`src/hdl/lsch_pkg.sv`:
```
`default_nettype none

package lsch_pkg;

   typedef enum logic [1:0] {
      MODE_LOAD     = 2'd0,
      MODE_IO       = 2'd1,
      MODE_MARK     = 2'd2,
      MODE_SCHEDULE = 2'd3
   } mode_type;

   typedef struct packed {
      logic load;
      logic inc_rd;
      logic inc_wr;
      logic mark;
      logic clear;
   } cell_ctl_type;

endpackage

`default_nettype wire

```
`src/hdl/lsch_cell.sv`:
```
`default_nettype none

module lsch_cell #(
   parameter int COUNT_WIDTH = 16,
   parameter int PID_WIDTH   = 16,
   parameter int IDX_W       = 4,
   parameter int INDEX       = 0
) (
   input  wire                      clock,
   input  wire                      reset,
   input  wire lsch_pkg::cell_ctl_type ctl,
   input  wire  [PID_WIDTH-1:0]     wr_pid,
   input  wire                      in_vld,
   input  wire  [COUNT_WIDTH:0]     in_key,
   input  wire  [PID_WIDTH-1:0]     in_pid,
   input  wire  [IDX_W-1:0]         in_idx,
   output logic                     out_vld,
   output logic [COUNT_WIDTH:0]     out_key,
   output logic [PID_WIDTH-1:0]     out_pid,
   output logic [IDX_W-1:0]         out_idx,
   output logic [PID_WIDTH-1:0]     own_pid,
   output logic [COUNT_WIDTH:0]     own_key
);

   logic [PID_WIDTH-1:0]   pid_ff;
   logic [COUNT_WIDTH-1:0] rd_ff;
   logic [COUNT_WIDTH-1:0] wr_ff;
   logic                   ready_ff;
   logic                   vld_ff;
   logic [COUNT_WIDTH:0]   key_ff;
   logic [PID_WIDTH-1:0]   best_pid_ff;
   logic [IDX_W-1:0]       idx_ff;
   logic [COUNT_WIDTH:0]   key;
   logic                   own_wins;

   assign key = {1'b0, rd_ff} + {1'b0, wr_ff};
   assign own_wins = ready_ff &&
                     (!in_vld || key < in_key || (key == in_key && pid_ff < in_pid));

   always_ff @(posedge clock) begin
      if (ctl.load) begin
         pid_ff <= wr_pid;
      end
      best_pid_ff <= own_wins ? pid_ff : in_pid;
      key_ff      <= own_wins ? key : in_key;
      idx_ff      <= own_wins ? IDX_W'(INDEX) : in_idx;
      if (reset) begin
         rd_ff    <= '0;
         wr_ff    <= '0;
         ready_ff <= 1'b0;
         vld_ff   <= 1'b0;
      end else begin
         vld_ff <= own_wins || in_vld;
         if (ctl.load) begin
            rd_ff <= '0;
            wr_ff <= '0;
         end else begin
            if (ctl.inc_rd && rd_ff != '1) begin
               rd_ff <= rd_ff + COUNT_WIDTH'(1);
            end
            if (ctl.inc_wr && wr_ff != '1) begin
               wr_ff <= wr_ff + COUNT_WIDTH'(1);
            end
         end
         priority if (ctl.clear) begin
            ready_ff <= 1'b0;
         end else if (ctl.load || ctl.mark) begin
            ready_ff <= 1'b1;
         end
      end
   end

   assign out_vld = vld_ff;
   assign out_key = key_ff;
   assign out_pid = best_pid_ff;
   assign out_idx = idx_ff;
   assign own_pid = pid_ff;
   assign own_key = key;

endmodule

`default_nettype wire

```
`src/hdl/least_io_process_scheduler_top.sv`:
```
`default_nettype none
// Load, I/O event and mark ready: the word passes S_APPLY, then S_OUT, then the result strobe.
// Schedule: the word passes S_SCAN, S_SCHED and S_OUT; the result is set by the
// compare chain, which moves the best candidate one slot cell per cycle.
// One word at a time; busy is high from accept until the result strobe.
// Synchronous reset clears counters, ready marks and the running slot; pids are not reset.
// The receiver cannot stall: each result shows on rsp_strobe for one cycle.

module least_io_process_scheduler_top #(
   parameter int SLOTS       = 16,
   parameter int COUNT_WIDTH = 16,
   parameter int PID_WIDTH   = 16
) (
   input  wire         clock,
   input  wire         reset,
   input  wire         start,
   output logic        busy,
   input  wire  [1:0]  req_mode,
   input  wire  [3:0]  req_slot,
   input  wire  [15:0] req_pid,
   input  wire         req_was_read,
   input  wire         req_keep_running,
   output logic        rsp_strobe,
   output logic        rsp_idle,
   output logic [3:0]  rsp_running_slot,
   output logic [15:0] rsp_running_pid,
   output logic [16:0] rsp_running_io
);

   localparam int IDX_W = $clog2(SLOTS);
   localparam int CNT_W = $clog2(SLOTS + 2);
   localparam int KEY_W = COUNT_WIDTH + 1;

   typedef enum logic [2:0] {
      S_IDLE,
      S_APPLY,
      S_SCAN,
      S_SCHED,
      S_OUT
   } state_type;

   state_type              state_ff;
   logic [CNT_W-1:0]       cnt_ff;
   lsch_pkg::mode_type     mode_ff;
   logic [3:0]             slot_ff;
   logic [PID_WIDTH-1:0]   pid_ff;
   logic                   rd_ff;
   logic                   keep_ff;
   logic                   run_ff;
   logic [IDX_W-1:0]       cur_ff;
   logic                   strobe_ff;
   logic                   idle_ff;
   logic [3:0]             rslot_ff;
   logic [15:0]            rpid_ff;
   logic [16:0]            rio_ff;

   lsch_pkg::cell_ctl_type ctl [SLOTS];
   logic                   ch_vld [SLOTS+1];
   logic [KEY_W-1:0]       ch_key [SLOTS+1];
   logic [PID_WIDTH-1:0]   ch_pid [SLOTS+1];
   logic [IDX_W-1:0]       ch_idx [SLOTS+1];
   logic [PID_WIDTH-1:0]   cell_pid [SLOTS];
   logic [KEY_W-1:0]       cell_key [SLOTS];

   assign ch_vld[0] = 1'b0;
   assign ch_key[0] = '0;
   assign ch_pid[0] = '0;
   assign ch_idx[0] = '0;

   for (genvar i = 0; i < SLOTS; i++) begin : g_cell
      logic hit;
      logic apply;
      assign hit   = (32'(slot_ff) == i);
      assign apply = (state_ff == S_APPLY) && hit;

      always_comb begin
         ctl[i].load   = apply && (mode_ff == lsch_pkg::MODE_LOAD);
         ctl[i].inc_rd = apply && (mode_ff == lsch_pkg::MODE_IO) && rd_ff;
         ctl[i].inc_wr = apply && (mode_ff == lsch_pkg::MODE_IO) && !rd_ff;
         ctl[i].mark   = (apply && (mode_ff == lsch_pkg::MODE_MARK)) ||
                         ((state_ff == S_SCHED) && run_ff && keep_ff && 32'(cur_ff) == i);
         ctl[i].clear  = (state_ff == S_SCHED) && ch_vld[SLOTS] &&
                         32'(ch_idx[SLOTS]) == i;
      end

      lsch_cell #(
         .COUNT_WIDTH (COUNT_WIDTH),
         .PID_WIDTH   (PID_WIDTH),
         .IDX_W       (IDX_W),
         .INDEX       (i)
      ) u_cell (
         .clock   (clock),
         .reset   (reset),
         .ctl     (ctl[i]),
         .wr_pid  (pid_ff),
         .in_vld  (ch_vld[i]),
         .in_key  (ch_key[i]),
         .in_pid  (ch_pid[i]),
         .in_idx  (ch_idx[i]),
         .out_vld (ch_vld[i+1]),
         .out_key (ch_key[i+1]),
         .out_pid (ch_pid[i+1]),
         .out_idx (ch_idx[i+1]),
         .own_pid (cell_pid[i]),
         .own_key (cell_key[i])
      );
   end

   always_ff @(posedge clock) begin
      if (reset) begin
         state_ff  <= S_IDLE;
         cnt_ff    <= '0;
         run_ff    <= 1'b0;
         cur_ff    <= '0;
         strobe_ff <= 1'b0;
      end else begin
         strobe_ff <= 1'b0;
         unique case (state_ff)
            S_IDLE: begin
               if (start) begin
                  mode_ff <= lsch_pkg::mode_type'(req_mode);
                  slot_ff <= req_slot;
                  pid_ff  <= PID_WIDTH'(req_pid);
                  rd_ff   <= req_was_read;
                  keep_ff <= req_keep_running;
                  cnt_ff  <= '0;
                  state_ff <= (lsch_pkg::mode_type'(req_mode) == lsch_pkg::MODE_SCHEDULE) ?
                              S_SCAN : S_APPLY;
               end
            end
            S_APPLY: begin
               state_ff <= S_OUT;
            end
            S_SCAN: begin
               if (cnt_ff == CNT_W'(SLOTS)) begin
                  state_ff <= S_SCHED;
               end else begin
                  cnt_ff <= cnt_ff + CNT_W'(1);
               end
            end
            S_SCHED: begin
               run_ff <= ch_vld[SLOTS];
               if (ch_vld[SLOTS]) begin
                  cur_ff <= ch_idx[SLOTS];
               end
               state_ff <= S_OUT;
            end
            S_OUT: begin
               strobe_ff <= 1'b1;
               idle_ff   <= !run_ff;
               rslot_ff  <= run_ff ? 4'(cur_ff) : 4'd0;
               rpid_ff   <= run_ff ? 16'(cell_pid[cur_ff]) : 16'd0;
               rio_ff    <= run_ff ? 17'(cell_key[cur_ff]) : 17'd0;
               state_ff  <= S_IDLE;
            end
            default: state_ff <= S_IDLE;
         endcase
      end
   end

   assign busy             = (state_ff != S_IDLE);
   assign rsp_strobe       = strobe_ff;
   assign rsp_idle         = idle_ff;
   assign rsp_running_slot = rslot_ff;
   assign rsp_running_pid  = rpid_ff;
   assign rsp_running_io   = rio_ff;

endmodule

`default_nettype wire

```
`config.mk`:
```
export PLATFORM = sky130hd
export DESIGN_NAME = least_io_process_scheduler_top
export DESIGN_NICKNAME = d
export VERILOG_FILES = /design/src/hdl/lsch_pkg.sv /design/src/hdl/lsch_cell.sv /design/src/hdl/least_io_process_scheduler_top.sv
export SDC_FILE = /design/constraint.sdc
export NUM_CORES = 2
export LEC_CHECK = 0
export ABC_AREA = 0
export ABC_CLOCK_PERIOD_IN_PS = 9000
export BUFFER_PORTS_ARGS = -buffer_cell sky130_fd_sc_hd__buf_2
export CAP_MARGIN = 20
export CORE_UTILIZATION = 36
export CTS_BUF_LIST = sky130_fd_sc_hd__clkbuf_8 sky130_fd_sc_hd__clkbuf_16
export CTS_CLUSTER_DIAMETER = 40
export DETAILED_ROUTE_END_ITERATION = 8
export GPL_ROUTABILITY_DRIVEN = 0
export PLACE_DENSITY = 0.48
export RECOVER_POWER = 100
export REMOVE_ABC_BUFFERS = 1
export SLEW_MARGIN = 20
export SYNTH_ARGS = -nofsm -noshare
export SYNTH_HDL_FRONTEND = slang
export SYNTH_SLANG_ARGS = --single-unit
```
`constraint.sdc`:
```
create_clock -name clock -period 9 [get_ports clock]
set_input_delay 1.35 -clock clock [delete_from_list [all_inputs] [get_ports clock]]
set_output_delay 1.35 -clock clock [all_outputs]
set_load 0.01 [all_outputs]
```
Word level (Yosys, flattened, before mapping)
Cells that the tools add are included.
{ "word_totals": {"reg_bits": 1420, "input_bits": 27, "out_inout_bits": 40, "wordCells": 698} }
{ "classes": {"add_sub_neg": 49, "order_cmp": 31, "eq_ne": 103, "n_mux": 42, "bitwise": 2, "n_reduce_logical": 332} }
{ "ops": {"columns": ["op", "n"], "rows": [
  ["$add 16x1->16 const B", 32],
  ["$ne 16x16->1 const B", 32],
  ["$add 16x16->17", 16],
  ["$mux 17", 16],
  ["$mux 16", 16],
  ["$eq 17x17->1", 15],
  ["$lt 17x17->1", 15],
  ["$lt 16x16->1", 15],
  ["$logic_and 1x1->1", 193],
  ["$eq 4x4->1 const B", 24],
  ["$logic_or 1x1->1", 77],
  ["$bmux 17 s4", 1],
  ["$reduce_or 2->1", 33],
  ["$bmux 16 s4", 1],
  ["$eq 4x3->1 const B", 12],
  ["$eq 4x2->1 const B", 6],
  ["$logic_not 1->1", 17],
  ["$eq 4x1->1 const B", 3],
  ["$logic_not 4->1", 3],
  ["$mux 5", 2],
  ["$pmux 5 s2", 1],
  ["$pmux 3 s3", 1],
  ["$eq 3x2->1 const B", 2],
  ["$mux 3", 2],
  ["18 further kinds", 24]
]} }

Logic depth before layout (Yosys ltp)
{ "logic_depth": {"depth_word": 6, "ltp_mapped": 20, "depth_no_buf": 19} }

Hierarchy
From an unflattened synthesis, not the netlist that was laid out.
{ "hier_totals": {"cells_unflattened": 8427, "hier_area_um2": 84622.4} }
{ "modules_own_cells": {"columns": ["mod", "n_inst", "cells_per_inst", "area_each_um2", "seq_area_each_um2"], "rows": [
  ["lsch_cell (g_cell[11].u_cell ...)", 4, 498, 4834.6, 1901.8],
  ["lsch_cell (g_cell[1].u_cell ...)", 3, 497, 4946.0, 1901.8],
  ["lsch_cell (g_cell[15].u_cell ...)", 2, 500, 4824.6, 1901.8],
  ["lsch_cell (g_cell[13].u_cell ...)", 2, 475, 4768.3, 1901.8],
  ["least_io_process_scheduler_top", 1, 630, 7419.6, 2142.1],
  ["lsch_cell (g_cell[10].u_cell)", 1, 484, 4863.4, 1901.8],
  ["lsch_cell (g_cell[0].u_cell)", 1, 474, 4782.1, 1901.8],
  ["lsch_cell (g_cell[8].u_cell)", 1, 474, 4763.3, 1901.8],
  ["lsch_cell (g_cell[9].u_cell)", 1, 465, 4735.8, 1901.8],
  ["lsch_cell (g_cell[12].u_cell)", 1, 467, 4695.8, 1901.8]
]} }

Worst setup path after synthesis
No wires, ideal clock.
{ "synth_path": {"kind": "input to register", "start": "in reset", "end": "reg idle_ff, in the netlist rsp_idle (enable)", "setup_ps": 542, "arrival_time_ps": 5715, "required_ps": 8458, "slack_ps": 2743, "stages": 3, "n_path_buf": 2, "cell_sequence": "clkbuf_1 > clkbuf_1 > nor4b_1"} }
{ "synth_via": {"elab_chain_cells": 2} }
{ "synth_lines": {"columns": ["element", "line", "source"], "rows": [
  ["from (decl)", "least_io_process_scheduler_top.sv:15", "input wire reset,"],
  ["$not 1->1 (no source line)", null, null],
  ["$reduce_and 2->1 (no source line)", null, null],
  ["to (signal assigned)", "least_io_process_scheduler_top.sv:150", "idle_ff <= !run_ff;"],
  ["to (decl)", "least_io_process_scheduler_top.sv:52", "logic idle_ff;"]
]} }
Every way passes these cells.
A chain may end at the register's enable or synchronous reset.

Final worst setup path
{ "layout_path": {"start": "reg g_cell[1].u_cell.wr_ff[0]", "end": "reg g_cell[1].u_cell.best_pid_ff[6]"} }
{ "layout_via": {"elab_chain_cells": 6, "word_cells_on_any_way": 8, "cone_classes": "add/sub (1); order compare (1); eq/ne (1); mux (1); reduce/logical (4)"} }
{ "layout_lines": {"columns": ["element", "line", "source"], "rows": [
  ["from (decl)", "lsch_cell.sv:27", "logic [COUNT_WIDTH-1:0] wr_ff;"],
  ["from (signal assigned)", "lsch_cell.sv:62", "wr_ff <= wr_ff + COUNT_WIDTH'(1);"],
  ["$add 16x16->17 (*)", "lsch_cell.sv:36", "assign key = {1'b0, rd_ff} + {1'b0, wr_ff};"],
  ["$lt 17x17->1 / $eq 17x17->1 (equally long branches)", "lsch_cell.sv:38", "(!in_vld || key < in_key || (key == in_key && pid_ff < in_pid));"],
  ["$logic_or 1x1->1 / $logic_and 1x1->1 (equally long branches)", "lsch_cell.sv:38", null],
  ["$logic_or 1x1->1 (*)", "lsch_cell.sv:38", null],
  ["$logic_and 1x1->1 (*)", "lsch_cell.sv:37", "assign own_wins = ready_ff &&"],
  ["$mux 16 (*)", "lsch_cell.sv:44", "best_pid_ff <= own_wins ? pid_ff : in_pid;"],
  ["to (signal assigned)", "lsch_cell.sv:44", null],
  ["to (decl)", "lsch_cell.sv:31", "logic [PID_WIDTH-1:0] best_pid_ff;"]
]} }
Mark *: on every way between the ends. The rest lies on a longest branch, timed or not.

==> qor.csv <==
stage,metric,value,unit
outcome,result of the run,finished with violations,
outcome,failing checks,"capacitance limit, slew limit",
critical_path,CP Capture Type,flop,
yosys,sequential fraction of the synthesis area,40.8,%
yosys,Synth area leader,dfxtp_1,
routing,M1 WL,113,mm
routing,wire length on met3,15.2,mm
global_routing,largest net degree at the start of global routing,94,
clock_tree,post-CTS setup buffer count,0,
critical_path,CP Class,reg2reg,
timing,fmax,141,MHz
layout,Multi-input gate area,42900,sq um
power_and_ir_drop,Leak,36.4,nW
clock_tree,htree depth,5,
routing,drt via density,5.36,
layout,final core utilization,42.7,%
critical_path,Worst setup SP type,flop,
layout,register area,31600,sq um
yosys,Yosys reg bits,1420,
die,Core Region,213000,sq um
timing,fin crit share,78.8,%
global_routing,initial antenna violation count,16,
critical_path,worst r2r dst,g_cell[1].u_cell.out_pid[6],
critical_path,Setup crit start,g_cell[1].u_cell.wr_ff[0],
clock_tree,clk sink count,1420,
layout,Area Overhead vs Synth,17.4,%
critical_path,Crit Path Max Fanout,18,
die,Die Wd,466,um
timing,setup TNS,0,ns
yosys,synth top area cells,"dfxtp_1 28%, ha_1 12%, edfxtp_1 12%, mux2_2 6.7%, nor2_1 4.0%",
critical_path,crit path to,g_cell[1].u_cell.out_pid[6],
global_routing,GRT Residual Overflow,0,
routing,drt pass-1 iters,6,
routing,number of DRC markers in iteration 0,4423,
yosys,Mapped Cells,7795,
yosys,Post-synth EDFFs,318,
timing,post-layout min period,7.09,ns
yosys,Cell variety after synth,102,
clock_tree,CTS tree,yes,
critical_path,worst path arrival time,7.88,ns
timing,Worst Skew,0.0857,ns
routing,Residual DRC,0,
routing,DRT Wirelength,262,mm
placed_design,Post-DP Area,81500,sq um
critical_path,Reg2Reg Setup Slack,1.91,ns
layout,Fillers,20400,
clock_tree,# resized after CTS,0,
clock_tree,clock root cell,clkbuf_16,
layout,Finished Layout Cells,11100,
yosys,Yosys warnings,0,
timing,Rel. slew slack,-188,%
die,die area,217000,sq um
clock_tree,Post-CTS Hold Fix Bufs,0,
yosys,"Top FF cell, synth",dfxtp_1,
global_routing,overall global routing resource usage,23.8,%
timing,Pins Over Slew Limit,1216,
die,die height,466,um
die,# rows,169,
timing,Worst Tran Pin Value,4.32,ns
layout,share of layout cells above drive strength 1,13.8,%
placed_design,DP Cell Count,10600,
timing,Final setup viols,0,
placed_design,I/O Buffers,66,
yosys,fraction of registers with async set/reset,0,%
clock_tree,total CTS buffers,285,
critical_path,Max stage delay on crit path,2.25,ns
layout,"commonest non-fill, non-tap cell in the layout",dfxtp_1,
routing,top sig layer,met5,
timing,setup ws final,1.91,ns
job,maxcap violations,44,
placed_design,dpl ws,3.31,ns
critical_path,crit path cell chain,ha_1 > fa_1 > a211oi_1 > o211ai_1 > a41oi_1 > nor2_1 > a41oi_1 > nand2_1 > ha_1 > nand4_1 > nor3_1 > o2111ai_1 > o21ai_0 > buf_4 > mux2_2,
global_routing,first-pass GRT wire length,385,mm
yosys,Avg Inst Size Synth,9.93,sq um
layout,NumNets Final,8860,
clock_tree,Max clock buf depth,4,
power_and_ir_drop,maximum VDD drop,210,uV
worst_hold_path,Tightest Hold Check Type,reg2reg,
timing,RSZ-0062 raised after global routing,false,
layout,Post-Layout Inst Area,90900,sq um
yosys,mapped cell area,77400,sq um
critical_path,CP required,9.79,ns
power_and_ir_drop,Power Density,194,nW/um^2
routing,post-DR wirelength/cell,23.6,um
yosys,share of Yosys cell area claimed by the top area cell type,28.5,%
timing,final hold violations,0,
routing,vias after detailed routing,59500,
die,Starting Density,36.4,%
critical_path,R2R depth,15,
routing,Routed Antenna Nets,0,
global_routing,vias in the first global route,58800,
critical_path,worst flop-to-flop path startpoint,g_cell[1].u_cell.wr_ff[0],
clock_tree,"Clk Latency, worst-skew pair",0.94,ns
critical_path,CP max-delay cell,o21ai_0,
placed_design,DP HPWL,202,mm
routing,metal2 WL,120,mm
clock_tree,clk slew on worst S/H paths,0.05,ns
die,I/O pin count,67,
layout,"commonest cells after routing, fill and taps aside","1099 x dfxtp_1, 814 x nor2_1, 770 x ha_1, 617 x inv_1, 430 x mux2_2",
## layer usage
metal  vias to the layer above  GRT usage (%)
met5                         -              0
met4                         4           11.7
met2                      1667           38.9
li1                      28400              -
met1                     28800           30.2
met3                       588           4.34
## cell families (layout without fill, tap and decap cells)
logic type                 Yosys count  count (layout)  synth area share [%]
buffers and inverters              781            1246                  3.82
DFF                               1420            1420                  40.8
other                                0               9                     0
xor gates and xnor gates           598             598                  6.77
AOI/OAI and AO/OA                 1327            1327                  11.2
muxes                              608             608                  10.2
adders and majority gates          786             786                  12.9
and+or+nand+nor                   2275            2275                  14.4
## synth_stat cells, types with 14 or more instances
cell type / count
xnor2_1: 293
a21o_1: 199
a22oi_1: 34
dfxtp_1: 1102
a2111oi_0: 19
edfxtp_1: 318
or3_1: 103
nor3_1: 85
o21ai_0: 256
clkbuf_1: 152
and4_1: 50
buf_2: 19
mux4_2: 99
o21a_1: 76
ha_1: 770
mux2_2: 463
o21bai_1: 33
o22ai_1: 14
o31ai_1: 20
nor4_1: 23
xor2_1: 305
nand2_1: 399
nor2_1: 820
a31oi_1: 21
or2_2: 37
a21oi_1: 384
a21boi_0: 14
fa_1: 16
a221oi_1: 17
and3_1: 70
nand3_1: 207
nand2b_1: 74
nor2b_1: 86
o211ai_1: 19
a211oi_1: 75
buf_1: 18
mux2i_1: 46
inv_1: 589
and2_1: 78
nand4_1: 177
## power by group
group	leakage, nW	switching, mW	internal [mW]	total [mW]
Clock	4.83	3.66	7.13	10.8
Sequential	11.7	0.0458	6.56	6.61
Combinational	19.8	0.148	0.0666	0.215
Total	36.4	3.86	13.8	17.6
## cell type report
| class | instances | area share (%) |
|---|---|---|
| repair buffers | 154 | 0.876 |
| clock buffers | 315 | 8.44 |
| inverters | 592 | 2.45 |
| diodes | 9 | 0.0248 |
| flip-flops and latches | 1420 | 34.8 |
| well taps | 2821 | 3.88 |
| multi-input cells | 5594 | 47.2 |
| clock inverters | 185 | 2.28 |
## how the worst min path moves through the flow
stage / from / endpoint / slack (ns) / cells after the start
5_1_grt: g_cell[4].u_cell.out_idx[2] / g_cell[5].u_cell.out_idx[2] / 0.41 / 1
6_report: g_cell[4].u_cell.out_idx[0] / g_cell[5].u_cell.out_idx[0] / 0.40 / 1
2_1_floorplan: g_cell[9].u_cell.out_idx[1] / g_cell[10].u_cell.out_idx[1] / 0.39 / 1
3_5_place_dp: g_cell[8].u_cell.out_idx[0] / g_cell[9].u_cell.out_idx[0] / 0.39 / 1
3_3_place_gp: g_cell[9].u_cell.out_idx[1] / g_cell[10].u_cell.out_idx[1] / 0.39 / 1
4_1_cts: g_cell[12].u_cell.out_idx[3] / g_cell[13].u_cell.out_idx[3] / 0.40 / 1
## flip-flops by register name (all words and copies together) (netlist names), 2 cells and up
signal and count:
cnt_ff 5, cur_ff 4, g_cell.u_cell.out_idx 49, g_cell.u_cell.out_key 255
g_cell.u_cell.out_pid 240, g_cell.u_cell.out_vld 16, g_cell.u_cell.own_pid 256, g_cell.u_cell.rd_ff 256
g_cell.u_cell.ready_ff 16, g_cell.u_cell.wr_ff 256, mode_ff 2, pid_ff 16
rsp_running_io 17, rsp_running_pid 16, rsp_running_slot 4, slot_ff 4
state_ff 3
## worst max-delay path, delay by kind of cell, from the launching register on
kind | cells | cell delay [ns]
AO/OA/AOI/OAI | 6 | 3.55
adder cells (fa/ha/maj) | 3 | 1.04
buffers and inverters | 1 | 0.62
flip-flops | 1 | 0.33
multiplexers | 1 | 0.39
AND/OR/NAND/NOR | 4 | 1.07
## stage by stage
| stage | power, mW | hold slack [ns] |
|---|---|---|
| 4_1_cts | 17.8 | 0.397 |
| 3_3_place_gp | 6.95 | 0.389 |
| 5_1_grt | 18.1 | 0.412 |
| 2_1_floorplan | 6.83 | 0.386 |
| 6_report | 17.6 | 0.397 |
| 3_5_place_dp | 6.95 | 0.392 |
Power figures use the tool's default switching activity.
